**src/rtl/rgb_timed_fade_top_defines.svh**
```systemverilog
// ----------------------------------------------------------------------------
// rgb_timed_fade_top_defines.svh
// assertion macros for the rgb timed fade top level
// ----------------------------------------------------------------------------
`ifndef RGB_TIMED_FADE_TOP_DEFINES_SVH
`define RGB_TIMED_FADE_TOP_DEFINES_SVH

// property holds at every clock edge outside reset
`define RTF_ASSERT(lbl, clk, rst, prop, msg) \
   lbl: assert property (@(posedge clk) disable iff (rst) (prop)) else $error(msg);

// condition in one cycle implies a condition in the next
`define RTF_ASSERT_NEXT(lbl, clk, rst, pre, post, msg) \
   lbl: assert property (@(posedge clk) disable iff (rst) (pre) |=> (post)) else $error(msg);

`endif

```
**src/rtl/rtf_pkg.sv**
```systemverilog
`timescale 1ns / 1ps
// ----------------------------------------------------------------------------
// rtf_pkg
// types and constants shared by the rgb timed fade modules
// ----------------------------------------------------------------------------
package rtf_pkg;

   localparam int CHANNELS  = 3;
   localparam int COLOR_W   = 8;
   localparam int TIME_W    = 32;
   localparam int FRAC_W    = 8;
   localparam int DIV_CNT_W = 3;   // counts FRAC_W quotient steps
   localparam int MIX_STEPS = 9;   // bits of f+1
   localparam int MIX_CNT_W = 4;
   localparam int PROD_W    = 16;
   localparam int ADDR_W    = 5;
   localparam int CSR_W     = 32;

   typedef logic [CHANNELS-1:0][COLOR_W-1:0] rgb_type;

   // status of a serial unit
   typedef struct packed {
      logic busy;
      logic done;   // one-cycle pulse, result stays until next start
   } unit_stat_type;

   // configuration register indexes
   typedef enum logic [2:0] {
      REG_PERIOD      = 3'd0,
      REG_START_RED   = 3'd1,
      REG_START_GREEN = 3'd2,
      REG_START_BLUE  = 3'd3,
      REG_STOP_RED    = 3'd4,
      REG_STOP_GREEN  = 3'd5,
      REG_STOP_BLUE   = 3'd6
   } reg_idx_type;

   localparam logic [TIME_W-1:0]  PERIOD_RESET = 32'd1000;
   localparam logic [COLOR_W-1:0] START_RESET  = 8'd0;
   localparam logic [COLOR_W-1:0] STOP_RESET   = 8'd255;

endpackage

```
**src/rtl/rtf_div.sv**
```systemverilog
`timescale 1ns / 1ps
// ----------------------------------------------------------------------------
// rtf_div
// bit-serial fraction divider: q = floor(num*255/den), one quotient bit a cycle
// ----------------------------------------------------------------------------
module rtf_div (
   input  logic                                clock,
   input  logic                                reset,
   input  logic                                go,
   input  logic [rtf_pkg::TIME_W-1:0]          num,
   input  logic [rtf_pkg::TIME_W-1:0]          den,
   output logic [rtf_pkg::FRAC_W-1:0]          quot,
   output rtf_pkg::unit_stat_type              stat
);

   logic [rtf_pkg::TIME_W-1:0]                 rem_ff, rem_in;
   logic [rtf_pkg::FRAC_W-1:0]                 low_ff, low_in;
   logic [rtf_pkg::FRAC_W-1:0]                 q_ff, q_in;
   logic [rtf_pkg::DIV_CNT_W-1:0]              cnt_ff, cnt_in;
   logic                                       busy_ff, busy_in;
   logic                                       done_ff, done_in;
   logic [rtf_pkg::TIME_W+rtf_pkg::FRAC_W-1:0] scaled;
   logic [rtf_pkg::TIME_W:0]                   trial;
   logic                                       fits;

   // num*255 = (num << 8) - num; num <= den so the quotient fits 8 bits
   assign scaled = {num, rtf_pkg::FRAC_W'(0)} - {rtf_pkg::FRAC_W'(0), num};
   assign trial  = {rem_ff, low_ff[rtf_pkg::FRAC_W-1]};
   // a zero denominator always fits, giving all ones
   assign fits   = (trial >= {1'b0, den});

   always_comb begin
      rem_in  = rem_ff;
      low_in  = low_ff;
      q_in    = q_ff;
      cnt_in  = cnt_ff;
      busy_in = busy_ff;
      done_in = 1'b0;
      if (go) begin
         rem_in  = scaled[rtf_pkg::TIME_W+rtf_pkg::FRAC_W-1:rtf_pkg::FRAC_W];
         low_in  = scaled[rtf_pkg::FRAC_W-1:0];
         cnt_in  = '0;
         busy_in = 1'b1;
      end else if (busy_ff) begin
         rem_in = fits ? rtf_pkg::TIME_W'(trial - {1'b0, den})
                       : trial[rtf_pkg::TIME_W-1:0];
         low_in = {low_ff[rtf_pkg::FRAC_W-2:0], 1'b0};
         q_in   = {q_ff[rtf_pkg::FRAC_W-2:0], fits};
         cnt_in = cnt_ff + 1'b1;
         if (cnt_ff == rtf_pkg::DIV_CNT_W'(rtf_pkg::FRAC_W - 1)) begin
            busy_in = 1'b0;
            done_in = 1'b1;
         end
      end
   end

   always_ff @(posedge clock) begin
      if (reset) begin
         busy_ff <= 1'b0;
         done_ff <= 1'b0;
         cnt_ff  <= '0;
      end else begin
         busy_ff <= busy_in;
         done_ff <= done_in;
         cnt_ff  <= cnt_in;
      end
      rem_ff <= rem_in;
      low_ff <= low_in;
      q_ff   <= q_in;
   end

   assign quot      = q_ff;
   assign stat.busy = busy_ff;
   assign stat.done = done_ff;

endmodule

```
**src/rtl/rtf_mix.sv**
```systemverilog
`timescale 1ns / 1ps
// ----------------------------------------------------------------------------
// rtf_mix
// bit-serial three-lane color blend: (a*(255-f) + b*(f+1)) >> 8, a when f is 0
// ----------------------------------------------------------------------------
module rtf_mix (
   input  logic                        clock,
   input  logic                        reset,
   input  logic                        go,
   input  logic [rtf_pkg::FRAC_W-1:0]  frac,
   input  rtf_pkg::rgb_type            color_a,
   input  rtf_pkg::rgb_type            color_b,
   output rtf_pkg::rgb_type            color,
   output rtf_pkg::unit_stat_type      stat
);

   localparam int CH = rtf_pkg::CHANNELS;
   localparam int PW = rtf_pkg::PROD_W;
   localparam int MS = rtf_pkg::MIX_STEPS;

   logic [MS-1:0]                 g_ff, g_in;   // f + 1, weight of b
   logic [MS-1:0]                 h_ff, h_in;   // 255 - f, weight of a
   logic [CH-1:0][PW-1:0]         ash_ff, ash_in;
   logic [CH-1:0][PW-1:0]         bsh_ff, bsh_in;
   logic [CH-1:0][PW-1:0]         acc_ff, acc_in;
   logic                          zero_ff, zero_in;
   logic [rtf_pkg::MIX_CNT_W-1:0] cnt_ff, cnt_in;
   logic                          busy_ff, busy_in;
   logic                          done_ff, done_in;

   always_comb begin
      g_in    = g_ff;
      h_in    = h_ff;
      ash_in  = ash_ff;
      bsh_in  = bsh_ff;
      acc_in  = acc_ff;
      zero_in = zero_ff;
      cnt_in  = cnt_ff;
      busy_in = busy_ff;
      done_in = 1'b0;
      if (go) begin
         g_in    = MS'(frac) + 1'b1;
         h_in    = {1'b0, ~frac};
         zero_in = (frac == '0);
         cnt_in  = '0;
         busy_in = 1'b1;
         for (int c = 0; c < CH; c++) begin
            ash_in[c] = PW'(color_a[c]);
            bsh_in[c] = PW'(color_b[c]);
            acc_in[c] = '0;
         end
      end else if (busy_ff) begin
         g_in   = g_ff >> 1;
         h_in   = h_ff >> 1;
         cnt_in = cnt_ff + 1'b1;
         for (int c = 0; c < CH; c++) begin
            acc_in[c] = acc_ff[c] + (h_ff[0] ? ash_ff[c] : '0)
                                  + (g_ff[0] ? bsh_ff[c] : '0);
            ash_in[c] = ash_ff[c] << 1;
            bsh_in[c] = bsh_ff[c] << 1;
         end
         if (cnt_ff == rtf_pkg::MIX_CNT_W'(MS - 1)) begin
            busy_in = 1'b0;
            done_in = 1'b1;
         end
      end
   end

   always_ff @(posedge clock) begin
      if (reset) begin
         busy_ff <= 1'b0;
         done_ff <= 1'b0;
         cnt_ff  <= '0;
      end else begin
         busy_ff <= busy_in;
         done_ff <= done_in;
         cnt_ff  <= cnt_in;
      end
      g_ff    <= g_in;
      h_ff    <= h_in;
      ash_ff  <= ash_in;
      bsh_ff  <= bsh_in;
      acc_ff  <= acc_in;
      zero_ff <= zero_in;
   end

   always_comb begin
      for (int c = 0; c < CH; c++) begin
         color[c] = zero_ff ? color_a[c] : acc_ff[c][PW-1:rtf_pkg::COLOR_W];
      end
   end

   assign stat.busy = busy_ff;
   assign stat.done = done_ff;

endmodule

```
**src/rtl/rgb_timed_fade_top.sv**
```systemverilog
`timescale 1ns / 1ps
// ----------------------------------------------------------------------------
// rgb_timed_fade_top
// linear rgb fade from a start color to a stop color over a period in ms
// ----------------------------------------------------------------------------
// Each request carries the free-running millisecond count. The first request
// after reset latches it as the start time and answers with the start color
// and first_tick set. Every later request takes elapsed = now - start (mod
// 2^32), clamps it to fade_period_ms, sets fade_done when the period is
// reached, forms f = elapsed*255/period (255 for a zero period) and blends
// each channel. Done does not latch; only reset restarts the fade. After a
// request is accepted, an 8-step bit-serial divider makes one bit of f per
// cycle, then a 9-step shift-add blender runs the three channels side by
// side; the first request skips the divider. A new request is accepted as
// soon as the response is registered, even if it is not yet taken.
// Registers are written through the csr port at byte address 4*index.
module rgb_timed_fade_top (
   input  logic                        clock,
   input  logic                        reset,
   // request channel
   input  logic                        req_tvalid,
   output logic                        req_tready,
   input  logic [31:0]                 req_tdata,   // [31:0] now_ms
   // response channel
   output logic                        rsp_tvalid,
   input  logic                        rsp_tready,
   output logic [23:0]                 rsp_tdata,   // [7:0] red_out, [15:8] green_out,
                                                    // [23:16] blue_out
   output logic [1:0]                  rsp_tuser,   // [0] first_tick, [1] fade_done
   // configuration port
   input  logic                        csr_psel,
   input  logic                        csr_penable,
   input  logic                        csr_pwrite,
   input  logic [rtf_pkg::ADDR_W-1:0]  csr_paddr,
   input  logic [rtf_pkg::CSR_W-1:0]   csr_pwdata,
   output logic [rtf_pkg::CSR_W-1:0]   csr_prdata,
   output logic                        csr_pready
);

`include "rgb_timed_fade_top_defines.svh"

   typedef enum logic [1:0] {
      S_IDLE,   // waiting for a request
      S_DIV,    // divider forms the fraction
      S_MIX,    // blender forms the color
      S_OUT     // waiting for the response register to free up
   } state_type;

   localparam int TW = rtf_pkg::TIME_W;

   // configuration registers
   logic [TW-1:0]                  period_ff;
   rtf_pkg::rgb_type               start_rgb_ff;
   rtf_pkg::rgb_type               stop_rgb_ff;

   // sequencer and datapath registers
   state_type                      state_ff, state_in;
   logic                           started_ff, started_in;
   logic [TW-1:0]                  start_time_ff, start_time_in;
   logic [TW-1:0]                  elapsed_ff, elapsed_in;
   logic                           first_ff, first_in;
   logic                           done_ff, done_in;
   logic [rtf_pkg::FRAC_W-1:0]     frac_ff, frac_in;
   logic                           div_go_ff, div_go_in;
   logic                           mix_go_ff, mix_go_in;
   logic                           rsp_valid_ff, rsp_valid_in;
   logic [23:0]                    rsp_data_ff, rsp_data_in;
   logic [1:0]                     rsp_user_ff, rsp_user_in;

   logic                           req_take;
   logic                           csr_write;
   rtf_pkg::reg_idx_type           csr_idx;
   logic [TW-1:0]                  delta;
   logic                           reached;
   logic [rtf_pkg::FRAC_W-1:0]     div_q;
   rtf_pkg::unit_stat_type         div_stat;
   rtf_pkg::unit_stat_type         mix_stat;
   rtf_pkg::rgb_type               mix_color;

   // ---------------------------------------------------------------- csr port
   assign csr_pready = 1'b1;
   assign csr_write  = csr_psel && csr_penable && csr_pwrite && csr_pready;
   assign csr_idx    = rtf_pkg::reg_idx_type'(csr_paddr[rtf_pkg::ADDR_W-1:2]);

   always_ff @(posedge clock) begin
      if (reset) begin
         period_ff    <= rtf_pkg::PERIOD_RESET;
         start_rgb_ff <= {rtf_pkg::CHANNELS{rtf_pkg::START_RESET}};
         stop_rgb_ff  <= {rtf_pkg::CHANNELS{rtf_pkg::STOP_RESET}};
      end else if (csr_write) begin
         unique case (csr_idx)
            rtf_pkg::REG_PERIOD:      period_ff       <= csr_pwdata;
            rtf_pkg::REG_START_RED:   start_rgb_ff[0] <= csr_pwdata[7:0];
            rtf_pkg::REG_START_GREEN: start_rgb_ff[1] <= csr_pwdata[7:0];
            rtf_pkg::REG_START_BLUE:  start_rgb_ff[2] <= csr_pwdata[7:0];
            rtf_pkg::REG_STOP_RED:    stop_rgb_ff[0]  <= csr_pwdata[7:0];
            rtf_pkg::REG_STOP_GREEN:  stop_rgb_ff[1]  <= csr_pwdata[7:0];
            rtf_pkg::REG_STOP_BLUE:   stop_rgb_ff[2]  <= csr_pwdata[7:0];
            default: ;   // unmapped address, write dropped
         endcase
      end
   end

   always_comb begin
      unique case (csr_idx)
         rtf_pkg::REG_PERIOD:      csr_prdata = period_ff;
         rtf_pkg::REG_START_RED:   csr_prdata = rtf_pkg::CSR_W'(start_rgb_ff[0]);
         rtf_pkg::REG_START_GREEN: csr_prdata = rtf_pkg::CSR_W'(start_rgb_ff[1]);
         rtf_pkg::REG_START_BLUE:  csr_prdata = rtf_pkg::CSR_W'(start_rgb_ff[2]);
         rtf_pkg::REG_STOP_RED:    csr_prdata = rtf_pkg::CSR_W'(stop_rgb_ff[0]);
         rtf_pkg::REG_STOP_GREEN:  csr_prdata = rtf_pkg::CSR_W'(stop_rgb_ff[1]);
         rtf_pkg::REG_STOP_BLUE:   csr_prdata = rtf_pkg::CSR_W'(stop_rgb_ff[2]);
         default:                  csr_prdata = '0;
      endcase
   end

   // ---------------------------------------------------------------- datapath
   // elapsed time wraps mod 2^32, then clamps to the period
   assign delta   = req_tdata - start_time_ff;
   assign reached = (delta >= period_ff);

   assign req_tready = (state_ff == S_IDLE);
   assign req_take   = req_tvalid && req_tready;

   rtf_div u_div (
      .clock (clock),
      .reset (reset),
      .go    (div_go_ff),
      .num   (elapsed_ff),
      .den   (period_ff),
      .quot  (div_q),
      .stat  (div_stat)
   );

   rtf_mix u_mix (
      .clock   (clock),
      .reset   (reset),
      .go      (mix_go_ff),
      .frac    (frac_ff),
      .color_a (start_rgb_ff),
      .color_b (stop_rgb_ff),
      .color   (mix_color),
      .stat    (mix_stat)
   );

   // ---------------------------------------------------------------- sequencer
   always_comb begin
      state_in      = state_ff;
      started_in    = started_ff;
      start_time_in = start_time_ff;
      elapsed_in    = elapsed_ff;
      first_in      = first_ff;
      done_in       = done_ff;
      frac_in       = frac_ff;
      div_go_in     = 1'b0;
      mix_go_in     = 1'b0;
      rsp_valid_in  = rsp_valid_ff && !rsp_tready;
      rsp_data_in   = rsp_data_ff;
      rsp_user_in   = rsp_user_ff;
      unique case (state_ff)
         S_IDLE: begin
            if (req_take) begin
               if (!started_ff) begin
                  // first request: latch time, blend with f = 0 gives start color
                  started_in    = 1'b1;
                  start_time_in = req_tdata;
                  first_in      = 1'b1;
                  done_in       = 1'b0;
                  frac_in       = '0;
                  mix_go_in     = 1'b1;
                  state_in      = S_MIX;
               end else begin
                  first_in   = 1'b0;
                  done_in    = reached;
                  elapsed_in = reached ? period_ff : delta;
                  div_go_in  = 1'b1;
                  state_in   = S_DIV;
               end
            end
         end
         S_DIV: begin
            // a zero period leaves the divider at all ones, f = 255
            if (div_stat.done) begin
               frac_in   = div_q;
               mix_go_in = 1'b1;
               state_in  = S_MIX;
            end
         end
         S_MIX: begin
            if (mix_stat.done) begin
               state_in = S_OUT;
            end
         end
         S_OUT: begin
            if (!rsp_valid_ff || rsp_tready) begin
               rsp_valid_in = 1'b1;
               rsp_data_in  = mix_color;
               rsp_user_in  = {done_ff, first_ff};
               state_in     = S_IDLE;
            end
         end
         default: state_in = S_IDLE;
      endcase
   end

   always_ff @(posedge clock) begin
      if (reset) begin
         state_ff      <= S_IDLE;
         started_ff    <= 1'b0;
         start_time_ff <= '0;
         div_go_ff     <= 1'b0;
         mix_go_ff     <= 1'b0;
         rsp_valid_ff  <= 1'b0;
      end else begin
         state_ff      <= state_in;
         started_ff    <= started_in;
         start_time_ff <= start_time_in;
         div_go_ff     <= div_go_in;
         mix_go_ff     <= mix_go_in;
         rsp_valid_ff  <= rsp_valid_in;
      end
      elapsed_ff  <= elapsed_in;
      first_ff    <= first_in;
      done_ff     <= done_in;
      frac_ff     <= frac_in;
      rsp_data_ff <= rsp_data_in;
      rsp_user_ff <= rsp_user_in;
   end

   assign rsp_tvalid = rsp_valid_ff;
   assign rsp_tdata  = rsp_data_ff;
   assign rsp_tuser  = rsp_user_ff;

   // ---------------------------------------------------------------- checks
   // any accepted request leaves the fade started
   `RTF_ASSERT_NEXT(a_started_after_req, clock, reset, req_tvalid && req_tready, started_ff, "request accepted but fade not started")
   // the first-tick response never reports done
   `RTF_ASSERT(a_first_not_done, clock, reset, !(rsp_tvalid && rsp_tuser[0] && rsp_tuser[1]), "first tick flagged as done")
   // divider and blender never run together
   `RTF_ASSERT(a_units_exclusive, clock, reset, !(div_stat.busy && mix_stat.busy), "divider and blender busy at once")

endmodule
```
**config.mk**
```make
export PLATFORM = sky130hd
export DESIGN_NAME = rgb_timed_fade_top
export DESIGN_NICKNAME = d
export VERILOG_FILES = /design/src/rtl/rtf_pkg.sv /design/src/rtl/rtf_div.sv /design/src/rtl/rtf_mix.sv /design/src/rtl/rgb_timed_fade_top.sv
export VERILOG_INCLUDE_DIRS = /design/src /design/src/rtl
export SDC_FILE = /design/constraint.sdc
export NUM_CORES = 1
export LEC_CHECK = 0
export BUFFER_PORTS_ARGS = -buffer_cell sky130_fd_sc_hd__buf_2
export CAP_MARGIN = 30
export CORE_ASPECT_RATIO = 1.4
export CORE_UTILIZATION = 45
export DETAILED_ROUTE_END_ITERATION = 7
export SYNTH_ARGS = -nofsm -noshare
export SYNTH_HDL_FRONTEND = slang
export SYNTH_HIERARCHICAL = 1
export SYNTH_SLANG_ARGS = --single-unit
```
**constraint.sdc**
```tcl
create_clock -name clock -period 14.9 [get_ports clock]
set_input_delay 2.98 -clock clock [delete_from_list [all_inputs] [get_ports clock]]
set_output_delay 2.98 -clock clock [all_outputs]
set_load 0.01 [all_outputs]
```
==> reports/results.ini <==
[placement]
numPortBuffers = 133
dp_slack_ps = 7140
place.detailed.hpwl_um = 52820
place_congestion = 0.9181
place_area_um2 = 27390

[floorplanning]
ioPinCount = 137
die_h_um = 287.0
fp.dieArea_um2 = 58990
floorplan.initialDensity_pct = 45.49
die_w_um = 205.6
rows = 104
core_area_um2 = 57390

[status]
outcome = completed

[worst_setup_path]
cp-end-kind = output port
crit_type = in -> out
worstPathArrival_ps = 4770
reg2regPathDepth = 18
cp_max_fo = 25
r2r-start = start_time_ff[0]$_SDFFE_PP0P_
r2r-end = elapsed_ff[24]$_DFFE_PP_
r2r_slack_ps = 10020
startpoint = csr_paddr[3]
setup.worst_path.start_class = input port
endpoint = csr_prdata[0]
worstPathRequired_ps = 11920

[global_routing]
antenna_found_initial = 3
grt_use_total_pct = 24.04
grt_max_degree = 202
grt_pass1_wl_um = 111300
gr-total-overflow = 0
grt_pass1_vias = 20675

[clocking]
clkSlewWorstSetupHoldPaths_ps = 60
cts_buffers = 44
hold_buffers = 0
cts_tree = built
root_buffer = clkbuf_16
clk_path_buf_depth = 3
clkLatencyLatePin_ps = 580
numClockSinks = 407
post_cts_buffers = 0
cts_resized = 0
htree_levels = 2

[timing]
setup_tns_ps = 0
timing.final.ws_setup_ps = 7150
post-route-period-util_pct = 52.01
fin_worst_skew_ps = 19.95
fmax_mhz = 129.0
slew_violations = 0
worst_pin_slew_ps = 983.0
rsz0062_at_grt = no
maxSlewHeadroom_pct = 34.11
finalSetupViolCount = 0
min_period_ps = 7750
hold_viol = 0

[synth]
synth_area_um2 = 26110
syn_inst = 2879
syn-num-nets = 3177
yosys_warnings = 6
synth.avg_cell_area_um2 = 9.067

[power]
ir_drop_uv = 96.58
power.leakage_nw = 11.46
power_density_nw_per_um2 = 149.8

[detailed_routing]
wire_per_inst_um = 19.12
drt_iter0_drc = 1141
drc = 0
ant_nets = 0
num_vias = 20854
viasPerCell = 5.592
wl_um = 71290
firstDrtPassIters = 7

[flow_run]
drv_cap = 0

[final_layout]
drive_above_1_share_pct = 11.43
fin_area_um2 = 29020
fin_util_pct = 50.57
area_growth_syn_to_layout_pct = 11.17
nets = 3246

[min_path]
hold_path_class = reg -> reg
whs_path_depth = 0

[layout by cell type, fill, tap and decap left out, types with 6 or more instances in the layout]
cell type	count
a211o_1	33
o2111ai_1	9
a21o_1	55
fa_1	50
mux4_2	6
mux2_2	66
xor2_1	53
clkbuf_16	48
nor3_1	41
buf_4	17
mux2i_1	105
a21oi_1	228
and3_1	16
o31ai_1	10
and2_1	127
o21a_1	16
nor2_1	228
buf_2	132
a22oi_1	6
nand4_1	28
nor2b_1	53
a31oi_1	26
edfxtp_1	182
a21boi_0	6
clkbuf_1	13
xnor2_1	73
ha_1	172
o22ai_1	6
inv_1	191
nand3_1	38
o21ai_0	146
a211oi_1	34
nand2_1	351
o21ai_1	7
dfxtp_1	222
o21bai_1	17
o211ai_1	8
nand3b_1	9
nor4_1	10
nand2b_1	13
[worst min-delay path by stage]
stage,startpoint,end,slack (ps)
floorplan,first_ff$_DFFE_PP_,rsp_tuser[0]$_DFFE_PP_,400
global placement,done_ff$_SDFFCE_PN0P_,rsp_tuser[1]$_DFFE_PP_,410
detailed placement,first_ff$_DFFE_PP_,rsp_tuser[0]$_DFFE_PP_,410
CTS,first_ff$_DFFE_PP_,rsp_tuser[0]$_DFFE_PP_,420
global route,first_ff$_DFFE_PP_,rsp_tuser[0]$_DFFE_PP_,430
finish,first_ff$_DFFE_PP_,rsp_tuser[0]$_DFFE_PP_,420
[report_power, final]
group          switching (mW)  internal [mW]
logic                   0.966          0.665
clock network           0.470          0.701
registers               0.139           1.41
total                    1.57           2.77
[state kept, by name, indices dropped and copies added, names as in the netlist, 24 cells and up]
| signal | cells |
|---|---|
| elapsed_ff | 32 |
| period_ff | 32 |
| rsp_tdata | 24 |
| start_rgb_ff | 24 |
| start_time_ff | 32 |
| stop_rgb_ff | 24 |
| u_div/rem_ff | 32 |
| u_mix/acc_ff | 48 |
| u_mix/ash_ff | 48 |
| u_mix/bsh_ff | 48 |
[critical path, stage by stage]
cell and delay (ps):
buf_2 460, mux2_2 420, a22oi_1 170, nor2_1 70, a31oi_1 160, o21ai_0 250
buf_2 240
[cell type report]
class | instances | area, µm²
Inverter | 195 | 732.0
Tap cell | 742 | 928.4
Clock buffer | 66 | 1319
Sequential cell | 407 | 9978
Timing Repair Buffer | 157 | 940.9
Fill cell | 5388 | 28360
Clock inverter | 16 | 222.7
Multi-Input combinational cell | 2143 | 14890
Antenna cell | 3 | 7.507
[routing by layer]
metal / global-route usage (%) / vias up / share of wire [%]
met4: 9.963 / 2 / 3.8
met1: 26.41 / 10049 / 39
li1: - / 10235 / -
met5: 0 / - / 0.013
met2: 45.97 / 443 / 54
met3: 2.698 / 125 / 3.4
[per-stage QoR]
step	power (mW)	instances	hold WS, ps
6_report	4.347	3729	419.5
5_1_grt	4.625	3728	430.0
4_1_cts	4.374	3722	420.8
3_5_place_dp	3.187	3640	406.5
3_3_place_gp	3.131	3635	405.3
2_1_floorplan	2.773	2879	400.3
Power figures use the tool's default switching activity.
